$ cat config.mk
export PLATFORM = sky130hd
export DESIGN_NAME = dqvl_ctrl
export DESIGN_NICKNAME = d
export VERILOG_FILES = /design/src/rtl/core/dqvl_pkg.sv /design/src/rtl/core/dqvl_ctrl.sv
export VERILOG_INCLUDE_DIRS = /design/src /design/src/rtl/core
export SDC_FILE = /design/constraint.sdc
export NUM_CORES = 1
export LEC_CHECK = 0
export BUFFER_PORTS_ARGS = -buffer_cell sky130_fd_sc_hd__buf_2
export CORE_AREA = 3 3 44 46
export DETAILED_ROUTE_END_ITERATION = 8
export DIE_AREA = 0 0 47 49
export HOLD_SLACK_MARGIN = 0.03
export PLACE_DENSITY = 0.71
export SYNTH_ARGS = -nofsm -noshare
export SYNTH_HDL_FRONTEND = slang
export SYNTH_SLANG_ARGS = --single-unit
$ cat constraint.sdc
create_clock -name clk -period 4.4 [get_ports clk]
set_input_delay 1.1 -clock clk [delete_from_list [all_inputs] [get_ports clk]]
set_output_delay 1.1 -clock clk [all_outputs]
set_load 0.02 [all_outputs]
$ cat src/rtl/core/dq_voltage_pi_with_vector_limit_top_defines.svh
// ----------------------------------------------------------------------------
// dq_voltage_pi_with_vector_limit_top_defines
// Assertion macros of the dq voltage regulator, used by its sequencer.
// ----------------------------------------------------------------------------
`ifndef DQ_VOLTAGE_PI_WITH_VECTOR_LIMIT_TOP_DEFINES_SVH
`define DQ_VOLTAGE_PI_WITH_VECTOR_LIMIT_TOP_DEFINES_SVH

// Same-cycle implication, checked on every clock edge outside reset.
`define DQVL_ASSERT_NOW(lbl, ante, cons, msg) \
	lbl: assert property (@(posedge clk) disable iff (!arst_n) (ante) |-> (cons)) \
		else $error(msg);

// Next-cycle implication, checked on every clock edge outside reset.
`define DQVL_ASSERT_NEXT(lbl, ante, cons, msg) \
	lbl: assert property (@(posedge clk) disable iff (!arst_n) (ante) |=> (cons)) \
		else $error(msg);

`endif

$ cat src/rtl/core/dqvl_pkg.sv
// ----------------------------------------------------------------------------
// dqvl_pkg
// Types, state codes, constants and fixed-point helpers of the dq regulator.
// ----------------------------------------------------------------------------
package dqvl_pkg;

	// Fixed-point format of all voltage values.
	localparam int ValueWidth = 32;
	localparam int FracBits = 16;

	// 1/sqrt(3) in Q2.30.
	localparam logic signed [33:0] InvSqrt3Q30 = 34'sd619925131;

	// Rounding shifts used by the datapath.
	localparam logic [4:0] SHIFT_PARK = 5'd15;
	localparam logic [4:0] SHIFT_FRAC = 5'd16;
	localparam logic [4:0] SHIFT_Q30 = 5'd30;

	// Iterative units run 32 steps.
	localparam logic [4:0] ITER_LAST = 5'd31;

	// Configuration register indexes and address width.
	localparam int CfgAddrWidth = 5;
	localparam logic [2:0] REG_MODE = 3'd0;
	localparam logic [2:0] REG_KP = 3'd1;
	localparam logic [2:0] REG_KI = 3'd2;
	localparam logic [2:0] REG_LIMIT = 3'd3;
	localparam logic [2:0] REG_UTIL = 3'd4;

	// Reset values of the configuration registers.
	localparam logic [30:0] LIMIT_RESET = 31'(15) << FracBits;
	localparam logic [17:0] UTIL_RESET = 18'(1) << FracBits;

	// Sequencer states; the state is also the datapath operation.
	localparam logic [5:0] ST_IDLE = 6'd0;
	localparam logic [5:0] ST_P_BETA = 6'd1;
	localparam logic [5:0] ST_W_BETA = 6'd2;
	localparam logic [5:0] ST_P_UC = 6'd3;
	localparam logic [5:0] ST_P_BS = 6'd4;
	localparam logic [5:0] ST_SUM_VD = 6'd5;
	localparam logic [5:0] ST_W_VD = 6'd6;
	localparam logic [5:0] ST_P_BC = 6'd7;
	localparam logic [5:0] ST_P_US = 6'd8;
	localparam logic [5:0] ST_DIF_VQ = 6'd9;
	localparam logic [5:0] ST_W_VQ = 6'd10;
	localparam logic [5:0] ST_P_KK = 6'd11;
	localparam logic [5:0] ST_W_KK = 6'd12;
	localparam logic [5:0] ST_P_KI = 6'd13;
	localparam logic [5:0] ST_W_KI = 6'd14;
	localparam logic [5:0] ST_CAND = 6'd15;
	localparam logic [5:0] ST_P_KP = 6'd16;
	localparam logic [5:0] ST_W_KP = 6'd17;
	localparam logic [5:0] ST_PIOUT = 6'd18;
	localparam logic [5:0] ST_CMD = 6'd19;
	localparam logic [5:0] ST_P_R1 = 6'd20;
	localparam logic [5:0] ST_W_R1 = 6'd21;
	localparam logic [5:0] ST_P_R2 = 6'd22;
	localparam logic [5:0] ST_W_R2 = 6'd23;
	localparam logic [5:0] ST_P_D2 = 6'd24;
	localparam logic [5:0] ST_P_Q2 = 6'd25;
	localparam logic [5:0] ST_SUM_SQ = 6'd26;
	localparam logic [5:0] ST_P_RR = 6'd27;
	localparam logic [5:0] ST_CMP = 6'd28;
	localparam logic [5:0] ST_SQRT = 6'd29;
	localparam logic [5:0] ST_P_DR = 6'd30;
	localparam logic [5:0] ST_P_QR = 6'd31;
	localparam logic [5:0] ST_DINIT = 6'd32;
	localparam logic [5:0] ST_DIV = 6'd33;
	localparam logic [5:0] ST_FIN = 6'd34;
	localparam logic [5:0] ST_EMIT = 6'd35;

	typedef struct packed {
		logic signed [31:0] phase_u_volts;
		logic signed [31:0] line_vw_volts;
		logic signed [15:0] sine_angle;
		logic signed [15:0] cosine_angle;
		logic signed [31:0] d_reference;
		logic signed [31:0] dc_link_volts;
	} req_t;

	typedef struct packed {
		logic signed [31:0] meas_d;
		logic signed [31:0] meas_q;
		logic signed [31:0] drive_d;
		logic signed [31:0] drive_q;
		logic               was_limited;
		logic signed [31:0] d_integrator;
		logic signed [31:0] q_integrator;
	} rsp_t;

	typedef struct packed {
		logic        closed_loop_mode;
		logic [31:0] prop_gain;
		logic [31:0] integ_gain;
		logic [30:0] correction_limit;
		logic [17:0] utilization;
	} cfg_t;

	// Controller to datapath.
	typedef struct packed {
		logic [5:0] op;
		logic       axis;
		logic       load;
	} cmd_t;

	// Datapath to controller.
	typedef struct packed {
		logic need_scale;
		logic out_free;
		logic closed;
	} stat_t;

	// Saturate a widened sum to a signed 32-bit value.
	function automatic logic signed [31:0] sat32(input logic signed [33:0] x);
		if (x > 34'sd2147483647) begin
			return 32'sh7fffffff;
		end else if (x < -34'sd2147483648) begin
			return 32'sh80000000;
		end
		return x[31:0];
	endfunction

	// Shift a product right with rounding half away from zero, then saturate.
	function automatic logic signed [31:0] rnd_sat(input logic signed [67:0] x,
			input logic [4:0] s);
		logic        neg;
		logic [67:0] m;
		logic [67:0] h;
		logic [67:0] n;
		neg = x[67];
		m = neg ? 68'(-x) : 68'(x);
		h = (m + (68'd1 << (s - 5'd1))) >> s;
		n = 68'd0 - h;
		if (neg) begin
			if (h > 68'd2147483648) begin
				return 32'sh80000000;
			end
			return n[31:0];
		end
		if (h > 68'd2147483647) begin
			return 32'sh7fffffff;
		end
		return h[31:0];
	endfunction

endpackage

$ cat src/rtl/core/dqvl_ctrl.sv
// ----------------------------------------------------------------------------
// dqvl_ctrl
// Sequencer of the dq regulator: steps the datapath through one transaction.
// ----------------------------------------------------------------------------
`include "dq_voltage_pi_with_vector_limit_top_defines.svh"

module dqvl_ctrl (
	input  logic            clk,
	input  logic            arst_n,
	input  logic            req_valid,
	output logic            req_ready,
	input  dqvl_pkg::stat_t st,
	output dqvl_pkg::cmd_t  cmd
);

	logic [5:0] state_q;
	logic [5:0] state_d;
	logic       axis_q;
	logic       axis_d;
	logic [4:0] cnt_q;
	logic [4:0] cnt_d;

	assign req_ready = (state_q == dqvl_pkg::ST_IDLE);

	always_comb begin
		cmd.op = state_q;
		cmd.axis = axis_q;
		cmd.load = req_ready && req_valid;
	end

	// Next state: mostly a straight sequence with a few branches.
	always_comb begin
		state_d = state_q;
		axis_d = axis_q;
		cnt_d = cnt_q;
		unique case (state_q)
			dqvl_pkg::ST_IDLE: begin
				axis_d = 1'b0;
				cnt_d = '0;
				if (req_valid) begin
					state_d = dqvl_pkg::ST_P_BETA;
				end
			end
			dqvl_pkg::ST_P_BETA: state_d = dqvl_pkg::ST_W_BETA;
			dqvl_pkg::ST_W_BETA: state_d = dqvl_pkg::ST_P_UC;
			dqvl_pkg::ST_P_UC: state_d = dqvl_pkg::ST_P_BS;
			dqvl_pkg::ST_P_BS: state_d = dqvl_pkg::ST_SUM_VD;
			dqvl_pkg::ST_SUM_VD: state_d = dqvl_pkg::ST_W_VD;
			dqvl_pkg::ST_W_VD: state_d = dqvl_pkg::ST_P_BC;
			dqvl_pkg::ST_P_BC: state_d = dqvl_pkg::ST_P_US;
			dqvl_pkg::ST_P_US: state_d = dqvl_pkg::ST_DIF_VQ;
			dqvl_pkg::ST_DIF_VQ: state_d = dqvl_pkg::ST_W_VQ;
			dqvl_pkg::ST_W_VQ: begin
				state_d = st.closed ? dqvl_pkg::ST_P_KK : dqvl_pkg::ST_CMD;
			end
			dqvl_pkg::ST_P_KK: state_d = dqvl_pkg::ST_W_KK;
			dqvl_pkg::ST_W_KK: state_d = dqvl_pkg::ST_P_KI;
			dqvl_pkg::ST_P_KI: state_d = dqvl_pkg::ST_W_KI;
			dqvl_pkg::ST_W_KI: state_d = dqvl_pkg::ST_CAND;
			dqvl_pkg::ST_CAND: state_d = dqvl_pkg::ST_P_KP;
			dqvl_pkg::ST_P_KP: state_d = dqvl_pkg::ST_W_KP;
			dqvl_pkg::ST_W_KP: state_d = dqvl_pkg::ST_PIOUT;
			dqvl_pkg::ST_PIOUT: begin
				// The d regulator runs first, then the q regulator.
				if (axis_q) begin
					state_d = dqvl_pkg::ST_CMD;
				end else begin
					axis_d = 1'b1;
					state_d = dqvl_pkg::ST_P_KI;
				end
			end
			dqvl_pkg::ST_CMD: state_d = dqvl_pkg::ST_P_R1;
			dqvl_pkg::ST_P_R1: state_d = dqvl_pkg::ST_W_R1;
			dqvl_pkg::ST_W_R1: state_d = dqvl_pkg::ST_P_R2;
			dqvl_pkg::ST_P_R2: state_d = dqvl_pkg::ST_W_R2;
			dqvl_pkg::ST_W_R2: state_d = dqvl_pkg::ST_P_D2;
			dqvl_pkg::ST_P_D2: state_d = dqvl_pkg::ST_P_Q2;
			dqvl_pkg::ST_P_Q2: state_d = dqvl_pkg::ST_SUM_SQ;
			dqvl_pkg::ST_SUM_SQ: state_d = dqvl_pkg::ST_P_RR;
			dqvl_pkg::ST_P_RR: state_d = dqvl_pkg::ST_CMP;
			dqvl_pkg::ST_CMP: begin
				cnt_d = '0;
				state_d = st.need_scale ? dqvl_pkg::ST_SQRT : dqvl_pkg::ST_EMIT;
			end
			dqvl_pkg::ST_SQRT: begin
				cnt_d = cnt_q + 5'd1;
				if (cnt_q == dqvl_pkg::ITER_LAST) begin
					state_d = dqvl_pkg::ST_P_DR;
				end
			end
			dqvl_pkg::ST_P_DR: state_d = dqvl_pkg::ST_P_QR;
			dqvl_pkg::ST_P_QR: state_d = dqvl_pkg::ST_DINIT;
			dqvl_pkg::ST_DINIT: begin
				cnt_d = '0;
				state_d = dqvl_pkg::ST_DIV;
			end
			dqvl_pkg::ST_DIV: begin
				cnt_d = cnt_q + 5'd1;
				if (cnt_q == dqvl_pkg::ITER_LAST) begin
					state_d = dqvl_pkg::ST_FIN;
				end
			end
			dqvl_pkg::ST_FIN: state_d = dqvl_pkg::ST_EMIT;
			dqvl_pkg::ST_EMIT: begin
				if (st.out_free) begin
					state_d = dqvl_pkg::ST_IDLE;
				end
			end
			default: state_d = dqvl_pkg::ST_IDLE;
		endcase
	end

	always_ff @(posedge clk or negedge arst_n) begin
		if (!arst_n) begin
			state_q <= dqvl_pkg::ST_IDLE;
			axis_q <= 1'b0;
			cnt_q <= '0;
		end else begin
			state_q <= state_d;
			axis_q <= axis_d;
			cnt_q <= cnt_d;
		end
	end

	// An accepted transaction starts the Park transform next cycle.
	`DQVL_ASSERT_NEXT(a_start, cmd.load, state_q == dqvl_pkg::ST_P_BETA, "load did not start")
	// The square root hands over to the dividers after its last step.
	`DQVL_ASSERT_NEXT(a_sqrt_done, (state_q == dqvl_pkg::ST_SQRT) && (cnt_q == dqvl_pkg::ITER_LAST), state_q == dqvl_pkg::ST_P_DR, "sqrt overran")
	// A vector inside the circle goes straight to the result.
	`DQVL_ASSERT_NEXT(a_no_scale, (state_q == dqvl_pkg::ST_CMP) && !st.need_scale, state_q == dqvl_pkg::ST_EMIT, "unneeded scaling")

endmodule

# [Yosys cells after proc, flatten, opt, wreduce, memory -nomap -nowiden]
# Index checks and enable logic that the tools add are counted.
[word_totals] input_bits=6 register_bits=12 elab_cells=61 output_inout_bits=9
[op_classes] n_mux=10 eq_ne=40 reduce_logical=7 addsub=1
[ops] op="$pmux 6 s36" n=1
[ops] op="$eq 6x5->1 const B" n=16
[ops] op="$eq 6x4->1 const B" n=8
[ops] op="$mux 6" n=5
[ops] op="$eq 6x3->1 const B" n=4
[ops] op="$eq 6x6->1 const B" n=4
[ops] op="$eq 6x2->1 const B" n=2
[ops] op="$mux 5" n=2
[ops] op="$pmux 5 s2" n=1
[ops] op="$ne 2x2->1 const B" n=4
[ops] op="$eq 6x1->1 const B" n=1
[ops] op="$logic_not 6->1" n=1
[ops] op="$add 5x1->5 const B" n=1
[ops] op="$eq 5x5->1 const B" n=1
[ops] op="$reduce_and 4->1" n=1
[ops] op="$reduce_bool 2->1" n=2
[ops] op="$reduce_or 3->1" n=1
[ops] op="$pmux 1 s2" n=1
[ops] op="$reduce_or 2->1" n=1
[ops] op="$logic_and 1x1->1" n=1

# [Depth between registers and ports, before layout]
[depth] word_depth=3 depth_mapped=7 depth_no_buf=6

# [Worst setup path before layout]
# OpenSTA, ideal clock, no wires.
[synth_timing] kind="register -> output" from="register state_q[4]" to="output cmd[0] in the netlist's numbering" t_arrival_ns=1.555 n_path_buf=1 stages_incl_launch_ff=6 setup_slack_ns=1.745 required_ns=3.300 path_cell_list="dfrtp_1 -> buf_6 -> or3_4 -> nand3b_4 -> inv_1 -> and2_1"
[synth_lines] element="start: declaration" line_no="dqvl_ctrl.sv:16" text="logic [5:0] state_q;"
[synth_lines] element="start signal: assignment" line_no="dqvl_ctrl.sv:115" text="state_q <= dqvl_pkg::ST_IDLE;"
[synth_lines] element="start signal: assignment" line_no="dqvl_ctrl.sv:119" text="state_q <= state_d;"
[synth_lines] element="end: declaration" line_no="dqvl_ctrl.sv:13" text="output dqvl_pkg::cmd_t cmd"

==> results.ini <==
[logic_synthesis]
yosys.area.top_type = dfrtp_1
synth_top_area_share_pct = 35.0
synth_nets = 103
synth_fa_ha_area_share_pct = 2.92
synth_top_family_by_area = compound AO/OA/AOI/OAI gates
synthTopCellsByArea = dfrtp_1, o21ai_0, a21oi_1
avgSynthCellArea_sq_um = 9.02
synthXorXnorAreaFrac_pct = 3.07
yosys.area_share.simple_pct = 23.6
syn_inst = 95
synth.cell_area_sq_um = 857
synth-compound-area-share_pct = 26.1
yosysWarningCount = 0
synth_seq_cells = 12
synthMuxAreaShare_pct = 1.75
ys_seq_area_share_pct = 35.0
yosysUniqueCellTypes = 39

[critical_path]
cp.depth = 5
crit_arrival_ns = 1.83
r2r_start = state_q[2]$_DFFE_PN0P_
timing.rr.end = state_q[0]$_DFFE_PN0P_
cp-start-kind = register
ff2ff_setup_slack_ns = 2.52
path_class = register to output pin
path_cells = or3_4 > nand3b_4 > inv_1 > and2_1 > buf_2
required_ns = 3.30
endpoint_kind = output pin
cp_slowest_stage_delay_ns = 0.57
crit_buf_inv = 2
r2r_cells = 4
crit_family = simple AND/OR/NAND/NOR gates
crit_slowest_cell = dfrtp_1
critPathMaxFanout = 16

[clock_tree]
cts_made_buffers = 3
tritoncts = done
cts_num_sinks = 12
insertion_delay_ns = 0.29
cts_setup_buffers = 0
root_buffer = clkbuf_4
ctsHoldBuffers = 0
htreeDepth = 1
ctsResizeCount = 0
clockBufferDepth = 2
clk_pin_slew_ns = 0.09

[global_route]
grt_max_degree = 17
track_usage_pct = 17.4
grt-ovfl-total = 0
antenna_found_initial = 0
grt_pass1_vias = 647
grt_pass1_wl_mm = 2.90

[pwr]
total_leakage_power_uw = 0.000431
power_density_mw_per_mm2 = 661
ir_drop_mv = 0.372
p_total_uw = 617

[floorplanning]
io_pins = 15
die_h_um = 49
die_area_sq_mm = 0.00230
start_util_pct = 55.6
die_x_um = 47
coreArea_sq_mm = 0.00154
row_count = 14

[worst_hold_path]
whs_path_depth = 1
worstHoldStart = cnt_q[2]$_DFFE_PN0P_
hp-class = register to register
hold_end = cnt_q[2]$_DFFE_PN0P_

[drt]
first_pass_iters = 4
via_per_inst = 6.02
wl_per_cell_um = 14.5
drt_iter0_drc = 27
antenna_left = 0
via_count = 728
routed_wl_mm = 1.76
drc = 0

[cells_and_area]
areaGrowthSynthToFinish_pct = 9.05
fillers = 140
nets = 114
final_area_sq_um = 935
antenna_cells = 0
final_common_cell = buf_2
final_core_util_pct = 60.6
drive_above_1_share_pct = 21.9
layout_common_cells = buf_2, dfrtp_1, nor2_1, o21ai_0

[sta]
slew_headroom_pct = 66.8
rsz0062_at_grt = false
tightest_slew_ns = 0.499
fin_tns_setup_ns = 0
timing.final.crit_share_pct = 66.7
period_needed_ns = 2.93
hold_violations = 0
setup_violations = 0
report.final.slew_viol_count = 0
skew_ns = 0.0107
fmax_ghz = 0.341
fin_ws_ns = 1.47

[placement]
gp_congestion = 0.803
preCtsSetupSlack_ns = 1.78
io_buffers = 14
place_hpwl_mm = 1.29
place_area_sq_um = 898

[run_status]
outcome = finished, final reports clean

[run]
cap_violations = 0

cell usage after synthesis:
| cell | n |
|---|---|
| o32ai_1 | 1 |
| o21ai_1 | 2 |
| a22o_1 | 3 |
| and3_1 | 1 |
| o21ai_0 | 8 |
| o22ai_1 | 1 |
| a22oi_1 | 1 |
| o21bai_1 | 1 |
| clkbuf_1 | 2 |
| o32a_1 | 1 |
| nand3b_4 | 1 |
| nand3b_1 | 2 |
| or3_4 | 1 |
| a21o_1 | 1 |
| mux2_4 | 1 |
| dfrtp_1 | 12 |
| nand3_1 | 1 |
| buf_6 | 1 |
| nand2_1 | 7 |
| ha_1 | 2 |
| buf_4 | 2 |
| buf_2 | 3 |
| and4b_1 | 1 |
| o21a_1 | 3 |
| nor3b_1 | 1 |
| nor2_1 | 9 |
| and2_1 | 2 |
| xnor2_1 | 2 |
| o31ai_1 | 1 |
| nor4b_4 | 1 |
| xor2_1 | 1 |
| a31oi_1 | 1 |
| nor3_1 | 2 |
| nor4b_1 | 1 |
| a21oi_1 | 7 |
| nor2b_1 | 2 |
| inv_1 | 4 |
| o221a_4 | 1 |
| a2111oi_0 | 1 |
worst max-delay path by stage:
| stage | start | to | slack (ns) |
|---|---|---|---|
| final | state_q[2]$_DFFE_PN0P_ | cmd[0] | 1.47 |
| after global routing | state_q[2]$_DFFE_PN0P_ | cmd[0] | 1.36 |
| after CTS | state_q[2]$_DFFE_PN0P_ | cmd[0] | 1.46 |
| after detailed placement | state_q[2]$_DFFE_PN0P_ | cmd[0] | 1.78 |
| after global placement | state_q[2]$_DFFE_PN0P_ | cmd[0] | 1.81 |
| after floorplan | state_q[4]$_DFFE_PN0P_ | cmd[0] | 1.74 |
per-layer routing:
layer | part of all wire, % | up-vias | wire length (um) | GRT usage, %
met5 | 0 | - | 0 | 0
met4 | 2.5 | 0 | 44 | 10.1
met3 | 7.6 | 5 | 133 | 2.95
met2 | 43 | 26 | 754 | 22.9
met1 | 47 | 333 | 826 | 25.9
li1 | - | 364 | - | -
flip-flops by register name, indices dropped and copies added, names as in the netlist:
signal   cells
state_q      6
cnt_q        5
axis_q       1
final cells by class:
class	count	area (sq um)	share of cell area [%]
inverter	4	15.0	1.61
sequential	12	300	32.1
multi-input combinational	71	493	52.7
tap	16	20.0	2.14
clock buffer	4	36.3	3.88
timing repair buffer	14	70.1	7.50
logic make-up (layout without fill, tap and decap cells):
| kind of cell | after synthesis | after routing |
|---|---|---|
| xor gates and xnor gates | 3 | 3 |
| AOI/OAI and AO/OA | 33 | 33 |
| muxes | 1 | 1 |
| buffers and inverters | 12 | 22 |
| DFF | 12 | 12 |
| and+or+nand+nor | 32 | 32 |
| adders and majority gates | 2 | 2 |
report_power, final:
group	leakage (uW)	total (uW)	switching [uW]	internal (uW)
sequential	0.000158	229	88.3	141
combinational	0.000253	297	156	141
clock	0.0000210	91.7	41.3	50.4
through the flow:
stage	hold WS, ns	std cells
final	0.502	121
after global routing	0.526	121
after CTS	0.513	121
after detailed placement	0.498	117
after global placement	0.492	117
after floorplan	0.465	95
Note: power is estimated with default switching activity, not from simulation.
